$ cat src/rtl/core/las_pkg.sv
// Shared types, constants and step functions of the line angle snap pipeline.
// Used by every module in rtl/core; depends on nothing.
package las_pkg;

  localparam int CW  = 32;
  localparam int DW  = 33;
  localparam int XW  = 44;
  localparam int ZW  = 26;
  localparam int SW  = 65;
  localparam int RW  = 68;
  localparam int QW  = 34;
  localparam int MW  = 36;
  localparam int TW  = 25;
  localparam int AW  = 23;
  localparam int HW  = 13;
  localparam int NC  = 20;
  localparam int NI  = 34;
  localparam int NORM_MSB = 40;

  localparam int D45  = 2949120;
  localparam int D90  = 5898240;
  localparam int D180 = 11796480;
  localparam int D360 = 23592960;

  localparam logic [HW-1:0] THR_RESET = 13'd1280;

  typedef enum logic [1:0] {
    DIR_ZERO,
    DIR_POS,
    DIR_NEG
  } las_dir_t;

  typedef struct packed {
    logic signed [CW-1:0] sx;
    logic signed [CW-1:0] sy;
    logic signed [CW-1:0] cx;
    logic signed [CW-1:0] cy;
    logic                 negx;
    logic                 negy;
    logic                 swap;
    logic                 zero;
  } las_ctx_t;

  typedef struct packed {
    logic signed [XW-1:0] x;
    logic signed [XW-1:0] y;
    logic signed [ZW-1:0] z;
    logic [SW-1:0]        s;
    logic [QW-1:0]        q1;
    logic [QW-1:0]        q2;
    logic [MW-1:0]        r1;
    logic [MW-1:0]        r2;
  } las_work_t;

  typedef struct packed {
    logic [MW-1:0] rem;
    logic [QW-1:0] root;
  } las_sq_t;

  function automatic logic [21:0] atan_tab(input int i);
    logic [21:0] v;
    case (i)
      0:  v = 22'd2949120;
      1:  v = 22'd1740967;
      2:  v = 22'd919879;
      3:  v = 22'd466945;
      4:  v = 22'd234379;
      5:  v = 22'd117304;
      6:  v = 22'd58666;
      7:  v = 22'd29335;
      8:  v = 22'd14668;
      9:  v = 22'd7334;
      10: v = 22'd3667;
      11: v = 22'd1833;
      12: v = 22'd917;
      13: v = 22'd458;
      14: v = 22'd229;
      15: v = 22'd115;
      16: v = 22'd57;
      17: v = 22'd29;
      18: v = 22'd14;
      19: v = 22'd7;
      default: v = 22'd0;
    endcase
    return v;
  endfunction

  function automatic las_sq_t sqrt_step(input las_sq_t cur, input logic [1:0] pair);
    logic [MW+1:0] acc;
    logic [MW+1:0] trial;
    las_sq_t       res;
    acc   = {cur.rem, pair};
    trial = {2'b00, cur.root, 2'b01};
    if (acc >= trial) begin
      res.rem  = MW'(acc - trial);
      res.root = {cur.root[QW-2:0], 1'b1};
    end else begin
      res.rem  = acc[MW-1:0];
      res.root = {cur.root[QW-2:0], 1'b0};
    end
    return res;
  endfunction

  function automatic las_dir_t dir_x(input logic [2:0] idx);
    las_dir_t d;
    unique case (idx)
      3'd0, 3'd1, 3'd7: d = DIR_POS;
      3'd2, 3'd6:       d = DIR_ZERO;
      default:          d = DIR_NEG;
    endcase
    return d;
  endfunction

  function automatic las_dir_t dir_y(input logic [2:0] idx);
    las_dir_t d;
    unique case (idx)
      3'd1, 3'd2, 3'd3: d = DIR_POS;
      3'd0, 3'd4:       d = DIR_ZERO;
      default:          d = DIR_NEG;
    endcase
    return d;
  endfunction

  function automatic logic [CW-1:0] sat32(input logic signed [CW+3:0] v);
    logic [CW-1:0] r;
    if (!v[CW+3] && (|v[CW+2:CW-1])) begin
      r = {1'b0, {(CW-1){1'b1}}};
    end else if (v[CW+3] && !(&v[CW+2:CW-1])) begin
      r = {1'b1, {(CW-1){1'b0}}};
    end else begin
      r = v[CW-1:0];
    end
    return r;
  endfunction

endpackage

$ cat src/rtl/core/las_back.sv
// Back stages: angle unfolding, snap direction search, end point and output register.
// Depends on las_pkg.
module las_back (
  input  logic                         clk,
  input  logic                         rst_n,
  input  logic                         en,
  input  logic [las_pkg::HW-1:0]       thr,
  input  logic                         in_valid,
  input  las_pkg::las_ctx_t            in_ctx,
  input  las_pkg::las_work_t           in_work,
  output logic                         out_valid,
  output logic signed [las_pkg::CW-1:0] end_x,
  output logic signed [las_pkg::CW-1:0] end_y,
  output logic                         snapped
);
  import las_pkg::*;

  logic            vt_r, vh_r, vo_r;
  las_ctx_t        ctxt_r, ctxh_r;
  logic [QW-1:0]   q1t_r, q2t_r, q1h_r, q2h_r;
  logic [TW-1:0]   theta_r, theta_nxt;
  logic [AW-1:0]   zc, alpha;
  logic            hit_nxt, hit_r;
  logic [2:0]      idx_nxt, idx_r;
  logic signed [TW:0] diff;
  logic [TW-1:0]   gap;
  logic [QW-1:0]   lsel;
  logic [QW:0]     lrnd;
  logic [QW-1:0]   len;
  logic signed [CW+3:0] ex, ey;
  logic [CW-1:0]   endx_r, endy_r, endx_nxt, endy_nxt;
  logic            snap_r;

  always_comb begin
    if (in_work.z[ZW-1]) begin
      zc = '0;
    end else if (in_work.z > ZW'(D45)) begin
      zc = AW'(D45);
    end else begin
      zc = in_work.z[AW-1:0];
    end
    alpha = in_ctx.swap ? AW'(D90) - zc : zc;
    case ({in_ctx.negx, in_ctx.negy})
      2'b00:   theta_nxt = TW'(alpha);
      2'b10:   theta_nxt = TW'(D180) - TW'(alpha);
      2'b11:   theta_nxt = TW'(D180) + TW'(alpha);
      default: theta_nxt = (alpha == '0) ? '0 : TW'(D360) - TW'(alpha);
    endcase
    if (in_ctx.zero) begin
      theta_nxt = '0;
    end
  end

  always_comb begin
    hit_nxt = 1'b0;
    idx_nxt = '0;
    diff    = '0;
    gap     = '0;
    for (int k = 7; k >= 0; k--) begin
      diff = $signed({1'b0, theta_r}) - $signed({1'b0, TW'(k * D45)});
      gap  = diff[TW] ? TW'(-diff) : diff[TW-1:0];
      if (gap > TW'(D180)) begin
        gap = TW'(D360) - gap;
      end
      if (gap < TW'({thr, 8'd0})) begin
        hit_nxt = 1'b1;
        idx_nxt = 3'(k);
      end
    end
  end

  always_comb begin
    lsel = idx_r[0] ? q1h_r : q2h_r;
    lrnd = {1'b0, lsel} + {{QW{1'b0}}, 1'b1};
    len  = lrnd[QW:1];
    case (dir_x(idx_r))
      DIR_POS: ex = {{4{ctxh_r.sx[CW-1]}}, ctxh_r.sx} + $signed({2'b00, len});
      DIR_NEG: ex = {{4{ctxh_r.sx[CW-1]}}, ctxh_r.sx} - $signed({2'b00, len});
      default: ex = {{4{ctxh_r.sx[CW-1]}}, ctxh_r.sx};
    endcase
    case (dir_y(idx_r))
      DIR_POS: ey = {{4{ctxh_r.sy[CW-1]}}, ctxh_r.sy} + $signed({2'b00, len});
      DIR_NEG: ey = {{4{ctxh_r.sy[CW-1]}}, ctxh_r.sy} - $signed({2'b00, len});
      default: ey = {{4{ctxh_r.sy[CW-1]}}, ctxh_r.sy};
    endcase
    if (hit_r) begin
      endx_nxt = sat32(ex);
      endy_nxt = sat32(ey);
    end else begin
      endx_nxt = ctxh_r.cx;
      endy_nxt = ctxh_r.cy;
    end
  end

  always_ff @(posedge clk) begin
    if (!rst_n) begin
      vt_r <= 1'b0;
      vh_r <= 1'b0;
      vo_r <= 1'b0;
    end else if (en) begin
      vt_r <= in_valid;
      vh_r <= vt_r;
      vo_r <= vh_r;
    end
  end

  always_ff @(posedge clk) begin
    if (en) begin
      ctxt_r  <= in_ctx;
      theta_r <= theta_nxt;
      q1t_r   <= in_work.q1;
      q2t_r   <= in_work.q2;
      ctxh_r  <= ctxt_r;
      hit_r   <= hit_nxt;
      idx_r   <= idx_nxt;
      q1h_r   <= q1t_r;
      q2h_r   <= q2t_r;
      endx_r  <= endx_nxt;
      endy_r  <= endy_nxt;
      snap_r  <= hit_r;
    end
  end

  assign out_valid = vo_r;
  assign end_x     = endx_r;
  assign end_y     = endy_r;
  assign snapped   = snap_r;

`ifndef ASSERT_OFF
  a_theta_range: assert property (@(posedge clk) disable iff (!rst_n)
    vt_r |-> (theta_r < TW'(D360)))
    else $error("direction angle out of range");
  a_zero_dir: assert property (@(posedge clk) disable iff (!rst_n)
    (en && in_valid && in_ctx.zero) |=> (theta_r == '0))
    else $error("coincident points gave a nonzero direction");
`endif

endmodule

$ cat config.mk
export PLATFORM = sky130hd
export DESIGN_NAME = las_back
export DESIGN_NICKNAME = d
export VERILOG_FILES = /design/src/rtl/core/las_pkg.sv /design/src/rtl/core/las_back.sv
export SDC_FILE = /design/constraint.sdc
export NUM_CORES = 1
export LEC_CHECK = 0
export BUFFER_PORTS_ARGS = -buffer_cell sky130_fd_sc_hd__buf_2
export CELL_PAD_IN_SITES_DETAIL_PLACEMENT = 0
export CELL_PAD_IN_SITES_GLOBAL_PLACEMENT = 1
export CORE_MARGIN = 4
export CORE_UTILIZATION = 45
export DETAILED_ROUTE_END_ITERATION = 12
export PLACE_DENSITY_LB_ADDON = 0.1
export SLEW_MARGIN = 20
export SYNTH_ARGS = -nofsm -noshare
export SYNTH_HDL_FRONTEND = slang
export SYNTH_SLANG_ARGS = --single-unit
$ cat constraint.sdc
create_clock -name clk -period 14.1 [get_ports clk]
set_input_delay 0.705 -clock clk [delete_from_list [all_inputs] [get_ports clk]]
set_output_delay 0.705 -clock clk [all_outputs]
set_load 0.01 [all_outputs]
* Word level (Yosys, flattened, before mapping)
Index checks and enable logic that the tools add are counted.
Word-level totals: word-level logic and storage cells 144, bits in registers 489, output and inout bits 66, input bits 468
Operators by class: order comparisons 17, reduce and logical (&&, ||, !) cells 22, add/subtract/negate cells 31, mux-type cells 39, equality and inequality tests 12
Operators with widths (number):
- $mux W25 | 16
- $gt A25 B24 Y1 const B | 8
- $lt A25 B21 Y1 | 8
- $sub A25 B25 Y25 const A | 8
- $mux W32 | 6
- $neg A25 Y25 | 7
- $pmux W36 S2 | 2
- $sub A25 B24 Y26 const B | 3
- $pmux W25 S3 | 1
- $add A32 B35 Y36 | 2
- $sub A32 B35 Y36 | 2
- $mux W23 | 3
- $sub A25 B25 Y26 const B | 2
- $add A34 B1 Y35 const B | 1
- $mux W34 | 1
- $gt A26 B23 Y1 const B | 1
- $sub A25 B22 Y26 const B | 1
- $sub A25 B23 Y26 const B | 1
- $add A24 B23 Y25 const A | 1
- $sub A24 B23 Y25 const A | 1
- $sub A25 B23 Y25 const A | 1
- $logic_not A23 Y1 | 1
- $sub A23 B23 Y23 const A | 1
- $mux W3 | 4
- other kinds (17) | 39

* Depth between registers and ports, before layout
Gate-level depths: netlist of the first run.
word-level depth 13, gate-level depth with buffers 37, depth with buffers taken out 27

* Least setup slack after synthesis of the first run
No wires, ideal clock.
path kind flip-flop to flip-flop, from reg idx_r[0], to reg endy_r[17], in the netlist end_y[17] (data pin), setup time 0.163 ns, path buffers 9, data required time 13.937 ns, cell stages (with the launch flop) 35, clock period less this slack 7.338 ns, path slack 6.762 ns, data arrival time 7.176 ns, path through edfxtp_1 buf_4 buf_4 buf_6 buf_4 buf_4 buf_4 buf_6 mux2_2 ha_1 clkbuf_1 inv_1 a221oi_4 xnor2_1 or2_1 or4b_4 nor4_4 or2b_1 nor3_1 nor2_1 xnor2_1 ha_1 a21o_1 a21o_1 a21oi_1 o21ai_0 a311o_1 a21oi_1 a21oi_1 xnor2_1 o31a_1 o32ai_1 nand2_1 buf_2 o221ai_1
Between the ends: longest elaborated chain between the ends 11, elaborated cells between the ends (all ways) 24, classes of those cells add/sub (3); eq/ne (6); mux (6); reduce/logical (9)
Ends and longest elaborated chain:
- start: declaration | line las_back.sv:24 | logic [2:0] idx_nxt, idx_r;
- start signal: assignment | line las_back.sv:115 | idx_r <= idx_nxt;
- parallel branches: the longest is 4 deep, another holds $sub A32 B35 Y36
- $pmux W36 S2 (*) | line las_back.sv:81 | case (dir_y(idx_r))
- $reduce_and A4 Y1 | line las_pkg.sv:128 | end else if (v[CW+3] && !(&v[CW+2:CW-1])) begin
- $logic_not A1 Y1 | line las_pkg.sv:128
- $logic_and A1 B1 Y1 | line las_pkg.sv:128
- $mux W32 | line las_pkg.sv:128
- $mux W32 (*) | line las_pkg.sv:126 | if (!v[CW+3] && (|v[CW+2:CW-1])) begin
- $mux W32 (*) | line las_back.sv:86 | if (hit_r) begin
- net endy_nxt[17] | line las_back.sv:31 | logic [CW-1:0] endx_r, endy_r, endx_nxt, endy_nxt;
- end signal: assignment | line las_back.sv:119 | endy_r <= endy_nxt;
- end: declaration | line las_back.sv:31
Mark *: on every way through the listed nets, which the timed path passes. A chain may end at the register's enable or synchronous reset.

* Worst setup path after layout of the first run
from reg idx_r[0], to reg endx_r[14], in the netlist end_x[14] (data pin)
Between the ends: longest elaborated chain between the ends 11, elaborated cells between the ends (all ways) 24, classes of those cells add/sub (3); eq/ne (6); mux (6); reduce/logical (9)
Ends and longest elaborated chain:
- parallel branches: the longest is 4 deep, another holds $sub A32 B35 Y36
- $pmux W36 S2 (*) | line las_back.sv:76 | case (dir_x(idx_r))
- $reduce_and A4 Y1 | line las_pkg.sv:128
- $logic_not A1 Y1 | line las_pkg.sv:128
- $logic_and A1 B1 Y1 | line las_pkg.sv:128
- $mux W32 | line las_pkg.sv:128
- $mux W32 (*) | line las_pkg.sv:126
- $mux W32 (*) | line las_back.sv:86
- net endx_nxt[14] | line las_back.sv:31
- end signal: assignment | line las_back.sv:118 | endx_r <= endx_nxt;
- end: declaration | line las_back.sv:31
Marked as above.

==> flow_results.xml, run 1 <==
<?xml version="1.0" encoding="UTF-8"?>
<metrics>
  <group name="global_route">
    <metric name="grt_util_all_layers" unit="%">27.05</metric>
    <metric name="leftover_overflow_at_the_end_of_global_routing" unit="">0</metric>
    <metric name="antenna_found_initial" unit="">15</metric>
    <metric name="grt_max_degree" unit="">202</metric>
    <metric name="first_pass_grt_wire_length" unit="um">181400</metric>
    <metric name="first_global_vias" unit="">29507</metric>
  </group>
  <group name="timing">
    <metric name="max-slew-margin-rel" unit="%">20.16</metric>
    <metric name="layout_worst_path_cycle_share" unit="%">61.59</metric>
    <metric name="timing.clock.skew" unit="ps">23.20</metric>
    <metric name="fin_setup_tns" unit="ps">0</metric>
    <metric name="final_hold_viol_count" unit="">0</metric>
    <metric name="rsz_0062_raised_after_global_routing" unit="">no</metric>
    <metric name="worst_tran_pin_value" unit="ps">1198</metric>
    <metric name="maxClockFrequency" unit="GHz">0.1152</metric>
    <metric name="layout_min_cycle_time" unit="ps">8684</metric>
    <metric name="finalMaxSlewViolations" unit="">0</metric>
    <metric name="timing.final.setup_violations" unit="">0</metric>
    <metric name="layout_setup_ws" unit="ps">5416</metric>
  </group>
  <group name="power_and_ir_drop">
    <metric name="p_per_area" unit="nW/um^2">199.4</metric>
    <metric name="power.static_leakage" unit="nW">15.85</metric>
    <metric name="share_comb_of_total_power" unit="%">58.8</metric>
    <metric name="total_power" unit="mW">8.215</metric>
    <metric name="p_sw_share" unit="%">43.63</metric>
    <metric name="power_frac_seq" unit="%">24.1</metric>
    <metric name="internal_power" unit="mW">4.631</metric>
    <metric name="p_sw" unit="mW">3.584</metric>
    <metric name="power.share.clock" unit="%">17.0</metric>
    <metric name="peakVddDrop" unit="mV">0.1234</metric>
  </group>
  <group name="synth">
    <metric name="share_of_synthesized_cell_area_in_and_or_nand_and_nor_gates" unit="%">18.19</metric>
    <metric name="synthCells" unit="">3855</metric>
    <metric name="synthDominantAreaCellType" unit="">sky130_fd_sc_hd__edfxtp_1</metric>
    <metric name="synth-main-ff-cell" unit="">sky130_fd_sc_hd__edfxtp_1</metric>
    <metric name="post_synth_fa_ha_maj_area_fraction" unit="%">6.626</metric>
    <metric name="compound_cell_area_share_of_the_yosys_netlist" unit="%">19.26</metric>
    <metric name="synth-seq-area-share" unit="%">39.75</metric>
    <metric name="synthMuxAreaShare" unit="%">1.745</metric>
    <metric name="synth_cell_types" unit="">112</metric>
    <metric name="post_synthesis_register_bit_count" unit="">489</metric>
    <metric name="post_synth.cell_area_avg" unit="um^2">9.562</metric>
    <metric name="ys.warnings.count" unit="">0</metric>
    <metric name="ys_async_sr_fraction" unit="%">0</metric>
    <metric name="synth_xor_xnor_area_share" unit="%">10.48</metric>
    <metric name="netlist.area_leader.share" unit="%">39.59</metric>
    <metric name="netlist_area" unit="um^2">36860</metric>
    <metric name="synth_top_family_by_area" unit="">compound AO/OA/AOI/OAI gates</metric>
    <metric name="synth-edff-count" unit="">486</metric>
    <metric name="post_synth_net_total" unit="">4517</metric>
    <metric name="post_synth_main_area_contributors" unit="">sky130_fd_sc_hd__edfxtp_1, sky130_fd_sc_hd__xnor2_1, sky130_fd_sc_hd__ha_1</metric>
  </group>
  <group name="cells_and_area">
    <metric name="finalNonFillerCells" unit="">5196</metric>
    <metric name="area_growth_syn_to_layout" unit="%">11.77</metric>
    <metric name="final_core_utilization" unit="%">50.98</metric>
    <metric name="nNetsFinal" unit="">4744</metric>
    <metric name="layout-drive-gt1-share" unit="%">13.92</metric>
    <metric name="most_frequent_cells_in_the_layout" unit="">sky130_fd_sc_hd__edfxtp_1, sky130_fd_sc_hd__nor2_1, sky130_fd_sc_hd__xnor2_1</metric>
    <metric name="layout.cells.most_common" unit="">sky130_fd_sc_hd__edfxtp_1</metric>
    <metric name="num-fill-cells" unit="">7610</metric>
  </group>
  <group name="routing">
    <metric name="drt-vias-per-instance" unit="">6.032</metric>
    <metric name="first_pass_iters" unit="">5</metric>
    <metric name="drc_errors" unit="">0</metric>
    <metric name="route.antenna.remaining_nets" unit="">0</metric>
    <metric name="dr.first_iter.drc_count" unit="">2858</metric>
    <metric name="routed-via-count" unit="">31343</metric>
    <metric name="post_drt_wl_per_cell" unit="um">23.45</metric>
    <metric name="routed_wirelength" unit="um">121900</metric>
  </group>
  <group name="setup_path">
    <metric name="worst_ep_required_time" unit="ps">14520</metric>
    <metric name="endpoint_kind" unit="">flop</metric>
    <metric name="regToRegStartpoint" unit="">idx_r[0]$_SDFFCE_PP0P_</metric>
    <metric name="worstSetupPathType" unit="">reg -&gt; reg</metric>
    <metric name="critPathLaunch" unit="">idx_r[0]$_SDFFCE_PP0P_</metric>
    <metric name="reg2reg_slack" unit="ps">5420</metric>
    <metric name="crit_path_max_fanout" unit="">81</metric>
    <metric name="start_kind" unit="">flop</metric>
    <metric name="ff2ff_path_depth" unit="">27</metric>
    <metric name="critical_path_arrival" unit="ps">9100</metric>
    <metric name="worst_r2r_endpoint" unit="">end_x[14]$_DFFE_PP_</metric>
  </group>
  <group name="die">
    <metric name="die_y" unit="um">294.2</metric>
    <metric name="num_io_pins" unit="">534</metric>
    <metric name="design.die.area" unit="um^2">86560</metric>
    <metric name="core_area" unit="um^2">80810</metric>
    <metric name="dieWidth" unit="um">294.2</metric>
    <metric name="floorplan.rows" unit="">104</metric>
    <metric name="initial_utilization" unit="%">45.62</metric>
  </group>
  <group name="min_path">
    <metric name="whs_path_depth" unit="">1</metric>
    <metric name="worst_hold_path_type" unit="">in -&gt; reg</metric>
    <metric name="timing.hold.worst_endpoint" unit="">q2t_r[26]$_DFFE_PP_</metric>
    <metric name="holdCritStartpoint" unit="">in_work[98]</metric>
  </group>
  <group name="cts">
    <metric name="worst_skew_pair.late_latency" unit="ps">600</metric>
    <metric name="ctsRootBufferMaster" unit="">sky130_fd_sc_hd__clkbuf_16</metric>
    <metric name="postCtsHoldBufs" unit="">0</metric>
    <metric name="tritoncts.num_buffers" unit="">53</metric>
    <metric name="cts_setup_buffers" unit="">0</metric>
    <metric name="cts_max_level" unit="">2</metric>
    <metric name="cts_resized" unit="">0</metric>
    <metric name="tritoncts" unit="">built</metric>
    <metric name="number_of_clock_sinks_seen_by_cts" unit="">489</metric>
    <metric name="clk_path_buf_depth" unit="">3</metric>
    <metric name="clkSlewWorstSetupHoldPaths" unit="ps">60</metric>
  </group>
  <group name="placed_design">
    <metric name="place_ws" unit="ps">5466</metric>
    <metric name="dp.cells" unit="">5087</metric>
    <metric name="placement.io_buffers" unit="">308</metric>
    <metric name="placer_s_final_routability_congestion_estimate" unit="">0.9543</metric>
    <metric name="detailed_place_hpwl" unit="um">92030</metric>
  </group>
  <group name="outcome">
    <metric name="status" unit="">finished clean</metric>
  </group>
  <group name="flow_run">
    <metric name="max_cap_viols" unit="">0</metric>
  </group>
</metrics>
[registers in the layout (all words and copies together) (netlist names)]
register and count:
hit_r 1, vh_r 1, end_y 32, idx_r 3, q1t_r 34, q2h_r 34
q1h_r 34, q2t_r 34, theta_r 25, ctxt_r 128, ctxh_r 128, end_x 32
snapped 1, vt_r 1, out_valid 1
[metal layers]
metal / vias to the layer above / track usage (%) / share of wire, %
li1: 14934 / - / -
met1: 15004 / 35.88 / 42
met2: 1180 / 45.82 / 48
met3: 221 / 4.045 / 7.0
met4: 4 / 8.421 / 3.4
met5: - / 0 / 0.016
[critical path: stages (launching register included)]
cell,delay (ps)
sky130_fd_sc_hd__edfxtp_1,320
sky130_fd_sc_hd__buf_4,700
sky130_fd_sc_hd__mux2_2,310
sky130_fd_sc_hd__ha_1,300
sky130_fd_sc_hd__inv_1,150
sky130_fd_sc_hd__a221o_1,390
sky130_fd_sc_hd__o311ai_1,300
sky130_fd_sc_hd__nand4_1,430
sky130_fd_sc_hd__a211oi_1,580
sky130_fd_sc_hd__nand4_1,220
sky130_fd_sc_hd__or2_2,400
sky130_fd_sc_hd__nor4_1,410
sky130_fd_sc_hd__nor2_1,90
sky130_fd_sc_hd__xnor2_1,320
sky130_fd_sc_hd__ha_1,370
sky130_fd_sc_hd__a21o_1,200
sky130_fd_sc_hd__a21o_1,170
sky130_fd_sc_hd__a21oi_1,160
sky130_fd_sc_hd__o21ai_0,120
sky130_fd_sc_hd__a21o_1,180
sky130_fd_sc_hd__a31oi_1,270
sky130_fd_sc_hd__o41a_1,340
sky130_fd_sc_hd__nor3_1,80
sky130_fd_sc_hd__o21ai_0,170
sky130_fd_sc_hd__o2111ai_1,130
sky130_fd_sc_hd__or4b_2,950
sky130_fd_sc_hd__buf_12,280
sky130_fd_sc_hd__o221ai_2,80
[Yosys cell counts, types with 58 or more instances]
cell type	count
sky130_fd_sc_hd__edfxtp_1	486
sky130_fd_sc_hd__nor2_1	365
sky130_fd_sc_hd__xnor2_1	344
sky130_fd_sc_hd__nand2_1	309
sky130_fd_sc_hd__a21oi_1	232
sky130_fd_sc_hd__ha_1	192
sky130_fd_sc_hd__o21ai_0	175
sky130_fd_sc_hd__inv_1	135
sky130_fd_sc_hd__clkbuf_1	133
sky130_fd_sc_hd__a21o_1	112
sky130_fd_sc_hd__nor3_1	110
sky130_fd_sc_hd__xor2_1	97
sky130_fd_sc_hd__nand3_1	83
sky130_fd_sc_hd__nand4_1	58
[worst max-delay path by stage]
stage / endpoint / cells past startpoint
after floorplan: end_y[17]$_DFFE_PP_ / 34
after global placement: end_x[0]$_DFFE_PP_ / 25
after detailed placement: end_x[0]$_DFFE_PP_ / 26
after CTS: end_x[14]$_DFFE_PP_ / 26
after global routing: end_x[0]$_DFFE_PP_ / 27
final: end_x[14]$_DFFE_PP_ / 27
[kinds of logic (layout without fill, tap and decap cells)]
group	Yosys count	after routing
xor+xnor	441	441
flops	489	489
buf+inv	345	614
compound gates	1009	1009
other cells	0	12
fa+ha+maj	194	194
mux	63	63
simple gates	1314	1314
[per-stage QoR]
step,cell area [um^2],hold slack [ps]
after floorplan,36860,400.3
after detailed placement,39400,404.5
after CTS,41160,239.5
after global placement,39380,401.0
after global routing,41170,243.5
final,41200,276.8
[cell type report]
cell class                 count  area (um^2)  share of cell area [%]
antenna                       12        30.03                 0.07289
clock buffer                  67         1400                   3.398
clock inverter                30        360.3                  0.8746
inverter                     144        540.5                   1.312
multi-input combinational   3021        20810                   50.51
sequential                   489        14650                   35.57
tap                         1060         1326                   3.219
timing repair buffer         373         2077                   5.041
[power groups by stage]
| stage | Combinational, mW | Clock (mW) | Sequential (mW) |
|---|---|---|---|
| 3_5_place_dp | 4.81 | 0 | 2.01 |
| 4_1_cts | 4.84 | 1.43 | 1.99 |
| 6_report | 4.83 | 1.40 | 1.98 |
| 3_3_place_gp | 4.79 | 0 | 2.01 |
| 5_1_grt | 5.33 | 1.50 | 2.00 |
| 2_1_floorplan | 3.51 | 0 | 2.04 |
Note: power is estimated with default switching activity, not from simulation.
==> run 2, diff against run 1 <==
ABC_AREA = 1   (was default)
CORE_UTILIZATION = 43   (was 45)
clock period = 8.4 ns   (was 14.1 ns; I/O delays follow)
==> run 2 against run 1 <==
Power grew 62%. Final area increased by 2.8%. Die area is 3.2% higher. Critical endpoint is now end_x[18]$_DFFE_PP_. Critical path depth is 2 higher. Largest power group unchanged. Maximum frequency is 22% higher. Global-route usage fell by 0.98 points. Synthesized cell count up 23%. Critical path type unchanged. Clock-buffer cell count fell by 1. Non-clock buffer count rose by 125. Core utilization decreased by 0.36 points. Register-to-register slack got worse by 4100 ps. Combinational power increased by 57%.
==> flow_results.xml, run 2 <==
<?xml version="1.0" encoding="UTF-8"?>
<metrics>
  <group name="power_and_ir_drop">
    <metric name="power_frac_seq" unit="%">24.9</metric>
    <metric name="p_per_area" unit="nW/um^2">313.5</metric>
    <metric name="peakVddDrop" unit="mV">0.1763</metric>
    <metric name="power.static_leakage" unit="nW">18.64</metric>
    <metric name="internal_power" unit="mW">7.070</metric>
    <metric name="p_sw_share" unit="%">46.77</metric>
    <metric name="share_comb_of_total_power" unit="%">57.3</metric>
    <metric name="p_sw" unit="mW">6.211</metric>
    <metric name="power.share.clock" unit="%">17.9</metric>
  </group>
  <group name="cts">
    <metric name="clkSlewWorstSetupHoldPaths" unit="ps">60</metric>
    <metric name="cts_setup_buffers" unit="">0</metric>
    <metric name="ctsRootBufferMaster" unit="">sky130_fd_sc_hd__clkbuf_16</metric>
    <metric name="worst_skew_pair.late_latency" unit="ps">610</metric>
    <metric name="tritoncts" unit="">built</metric>
    <metric name="tritoncts.num_buffers" unit="">54</metric>
    <metric name="clk_path_buf_depth" unit="">3</metric>
    <metric name="number_of_clock_sinks_seen_by_cts" unit="">489</metric>
    <metric name="cts_max_level" unit="">2</metric>
  </group>
  <group name="setup_path">
    <metric name="ff2ff_path_depth" unit="">29</metric>
    <metric name="worst_ep_required_time" unit="ps">8710</metric>
    <metric name="critical-path-top-cell-by-count" unit="">sky130_fd_sc_hd__nand2_1</metric>
    <metric name="start_kind" unit="">flop</metric>
    <metric name="largest_incremental_delay_on_the_critical_path" unit="ps">740</metric>
    <metric name="endpoint_kind" unit="">flop</metric>
    <metric name="worstSetupPathType" unit="">reg -&gt; reg</metric>
    <metric name="crit_path_max_fanout" unit="">31</metric>
    <metric name="timing.critical_path.slowest_stage_cell" unit="">sky130_fd_sc_hd__edfxtp_1</metric>
    <metric name="critical_path_arrival" unit="ps">7410</metric>
  </group>
  <group name="die">
    <metric name="dieWidth" unit="um">298.8</metric>
    <metric name="num_io_pins" unit="">534</metric>
    <metric name="design.die.area" unit="um^2">89300</metric>
    <metric name="floorplan.rows" unit="">106</metric>
    <metric name="initial_utilization" unit="%">43.46</metric>
    <metric name="core_area" unit="um^2">83690</metric>
    <metric name="die_y" unit="um">298.8</metric>
  </group>
  <group name="routing">
    <metric name="routed-via-count" unit="">32969</metric>
    <metric name="routed_wirelength" unit="um">120700</metric>
    <metric name="post_drt_wl_per_cell" unit="um">19.02</metric>
    <metric name="drc_errors" unit="">0</metric>
    <metric name="route.antenna.remaining_nets" unit="">0</metric>
    <metric name="dr.first_iter.drc_count" unit="">2561</metric>
    <metric name="drt-vias-per-instance" unit="">5.194</metric>
    <metric name="first_pass_iters" unit="">8</metric>
  </group>
  <group name="synth">
    <metric name="synth-main-ff-cell" unit="">sky130_fd_sc_hd__edfxtp_1</metric>
    <metric name="synth.most_common_cell" unit="">sky130_fd_sc_hd__nand2_1</metric>
    <metric name="netlist_area" unit="um^2">36370</metric>
    <metric name="synthCells" unit="">4733</metric>
    <metric name="synthDominantAreaCellType" unit="">sky130_fd_sc_hd__edfxtp_1</metric>
    <metric name="ys.warnings.count" unit="">0</metric>
    <metric name="synth-edff-count" unit="">486</metric>
    <metric name="post_synth_net_total" unit="">5395</metric>
    <metric name="post_synth.cell_area_avg" unit="um^2">7.684</metric>
    <metric name="synth-seq-area-share" unit="%">40.29</metric>
    <metric name="yosys-top-cells-count" unit="">sky130_fd_sc_hd__nand2_1, sky130_fd_sc_hd__nor2_1, sky130_fd_sc_hd__edfxtp_1</metric>
    <metric name="synth_cell_types" unit="">72</metric>
    <metric name="post_synth_main_area_contributors" unit="">sky130_fd_sc_hd__edfxtp_1, sky130_fd_sc_hd__nand2_1, sky130_fd_sc_hd__ha_1</metric>
    <metric name="post_synthesis_register_bit_count" unit="">489</metric>
    <metric name="ys_async_sr_fraction" unit="%">0</metric>
    <metric name="netlist.area_leader.share" unit="%">40.13</metric>
  </group>
  <group name="cells_and_area">
    <metric name="final_cell_area" unit="um^2">42370</metric>
    <metric name="area_growth_syn_to_layout" unit="%">16.49</metric>
    <metric name="layout-drive-gt1-share" unit="%">11.34</metric>
    <metric name="regArea" unit="um^2">14650</metric>
    <metric name="layout.cells.most_common" unit="">sky130_fd_sc_hd__nand2_1</metric>
    <metric name="multi_input_comb_area" unit="um^2">19150</metric>
    <metric name="largestRegisters" unit="">ctxh_r (128), ctxt_r (128)</metric>
    <metric name="nNetsFinal" unit="">5830</metric>
    <metric name="num-fill-cells" unit="">8310</metric>
    <metric name="most_frequent_cells_in_the_layout" unit="">sky130_fd_sc_hd__nand2_1, sky130_fd_sc_hd__nor2_1, sky130_fd_sc_hd__edfxtp_1</metric>
  </group>
  <group name="global_route">
    <metric name="leftover_overflow_at_the_end_of_global_routing" unit="">0</metric>
    <metric name="first_global_vias" unit="">31429</metric>
    <metric name="first_pass_grt_wire_length" unit="um">182200</metric>
    <metric name="grt_util_all_layers" unit="%">26.07</metric>
    <metric name="antenna_found_initial" unit="">5</metric>
    <metric name="grt_max_degree" unit="">177</metric>
  </group>
  <group name="placed_design">
    <metric name="place_area" unit="um^2">38940</metric>
    <metric name="detailed_place_hpwl" unit="um">92260</metric>
    <metric name="placement.io_buffers" unit="">308</metric>
    <metric name="placer_s_final_routability_congestion_estimate" unit="">0.9676</metric>
  </group>
  <group name="timing">
    <metric name="timing.clock.skew" unit="ps">32.31</metric>
    <metric name="final_hold_viol_count" unit="">0</metric>
    <metric name="fin_setup_tns" unit="ps">0</metric>
    <metric name="timing.final.setup_violations" unit="">0</metric>
    <metric name="worst_tran_pin_value" unit="ps">1178</metric>
    <metric name="finalMaxSlewViolations" unit="">0</metric>
    <metric name="rsz_0062_raised_after_global_routing" unit="">no</metric>
    <metric name="max-slew-margin-rel" unit="%">20.67</metric>
    <metric name="layout_min_cycle_time" unit="ps">7109</metric>
    <metric name="layout_worst_path_cycle_share" unit="%">84.63</metric>
    <metric name="maxClockFrequency" unit="GHz">0.1407</metric>
    <metric name="timing.hold.ws" unit="ps">24.86</metric>
  </group>
  <group name="min_path">
    <metric name="whs_path_depth" unit="">1</metric>
    <metric name="worst_hold_path_type" unit="">in -&gt; reg</metric>
  </group>
  <group name="outcome">
    <metric name="status" unit="">finished clean</metric>
  </group>
  <group name="flow_run">
    <metric name="max_cap_viols" unit="">0</metric>
  </group>
</metrics>
==> run 2: worst paths after layout <==
kind | from | end | slack [ps]
max | idx_r[0]$_SDFFCE_PP0P_ | end_x[18]$_DFFE_PP_ | 1290
min | in_ctx[59] | ctxt_r[59]$_DFFE_PP_ | 20
max reg2reg | idx_r[0]$_SDFFCE_PP0P_ | end_x[18]$_DFFE_PP_ | 1290
min reg2reg | q2t_r[4]$_DFFE_PP_ | q2h_r[4]$_DFFE_PP_ | 400
==> run 2: logic make-up (layout without fill, tap and decap cells) <==
family	count (synthesis)	in the layout	synth area share, %
flip-flops	489	489	40.29
AND/OR/NAND/NOR	2400	2400	27.98
XOR/XNOR	236	236	5.725
AO/OA/AOI/OAI	777	777	12.13
multiplexers	2	2	0.05848
adder cells (fa/ha/maj)	194	194	6.715
other	0	2	0
buffers and inverters	635	1113	7.097
==> run 2: per-stage QoR <==
stage	cells	power, mW	utilization [%]	setup WS (ps)
final	6347	13.28	50.62	1291
after global routing	6346	14.43	50.62	523.5
after CTS	6345	13.38	50.62	1206
after detailed placement	6084	10.89	46.54	1257
after global placement	6084	10.86	46.54	1326
after floorplan	4733	8.703	-	2916
==> run 2: timing repair <==
action | in CTS | in global routing
hold buffers | 162 | 0
resized for setup | 0 | 0
hold endpoints to repair | 162 | 0
==> run 2: power by group through the flow <==
stage	sequential, mW	clock (mW)	combinational, mW
final	3.30	2.37	7.60
after CTS	3.30	2.43	7.65
after global routing	3.33	2.53	8.56
after detailed placement	3.35	0	7.54
after global placement	3.35	0	7.52
after floorplan	3.36	0	5.34
==> run 2: metal layers <==
metal	up-vias	track usage [%]	share of wire (%)
met5	-	0	0.046
met4	8	7.406	3.0
met2	828	45.76	48
met1	15280	34.13	44
li1	16684	-	-
met3	169	2.826	4.7
==> run 2: final cells by class <==
cell class	count	area share, %
repair buffers	498	8.045
inverters	516	4.578
multi-input cells	3609	45.19
well taps	1134	3.349
clock inverters	33	0.8387
diodes	2	0.01181
clock buffers	66	3.396
flip-flops and latches	489	34.59
==> run 2: worst max-delay path: cells and delay by family, from the launching register on <==
kind / cells / cell delay (ps)
AOI/OAI and AO/OA: 8 / 1830
and+or+nand+nor: 14 / 2140
xor gates and xnor gates: 2 / 370
buffers and inverters: 3 / 990
DFF: 1 / 740
adders and majority gates: 2 / 720
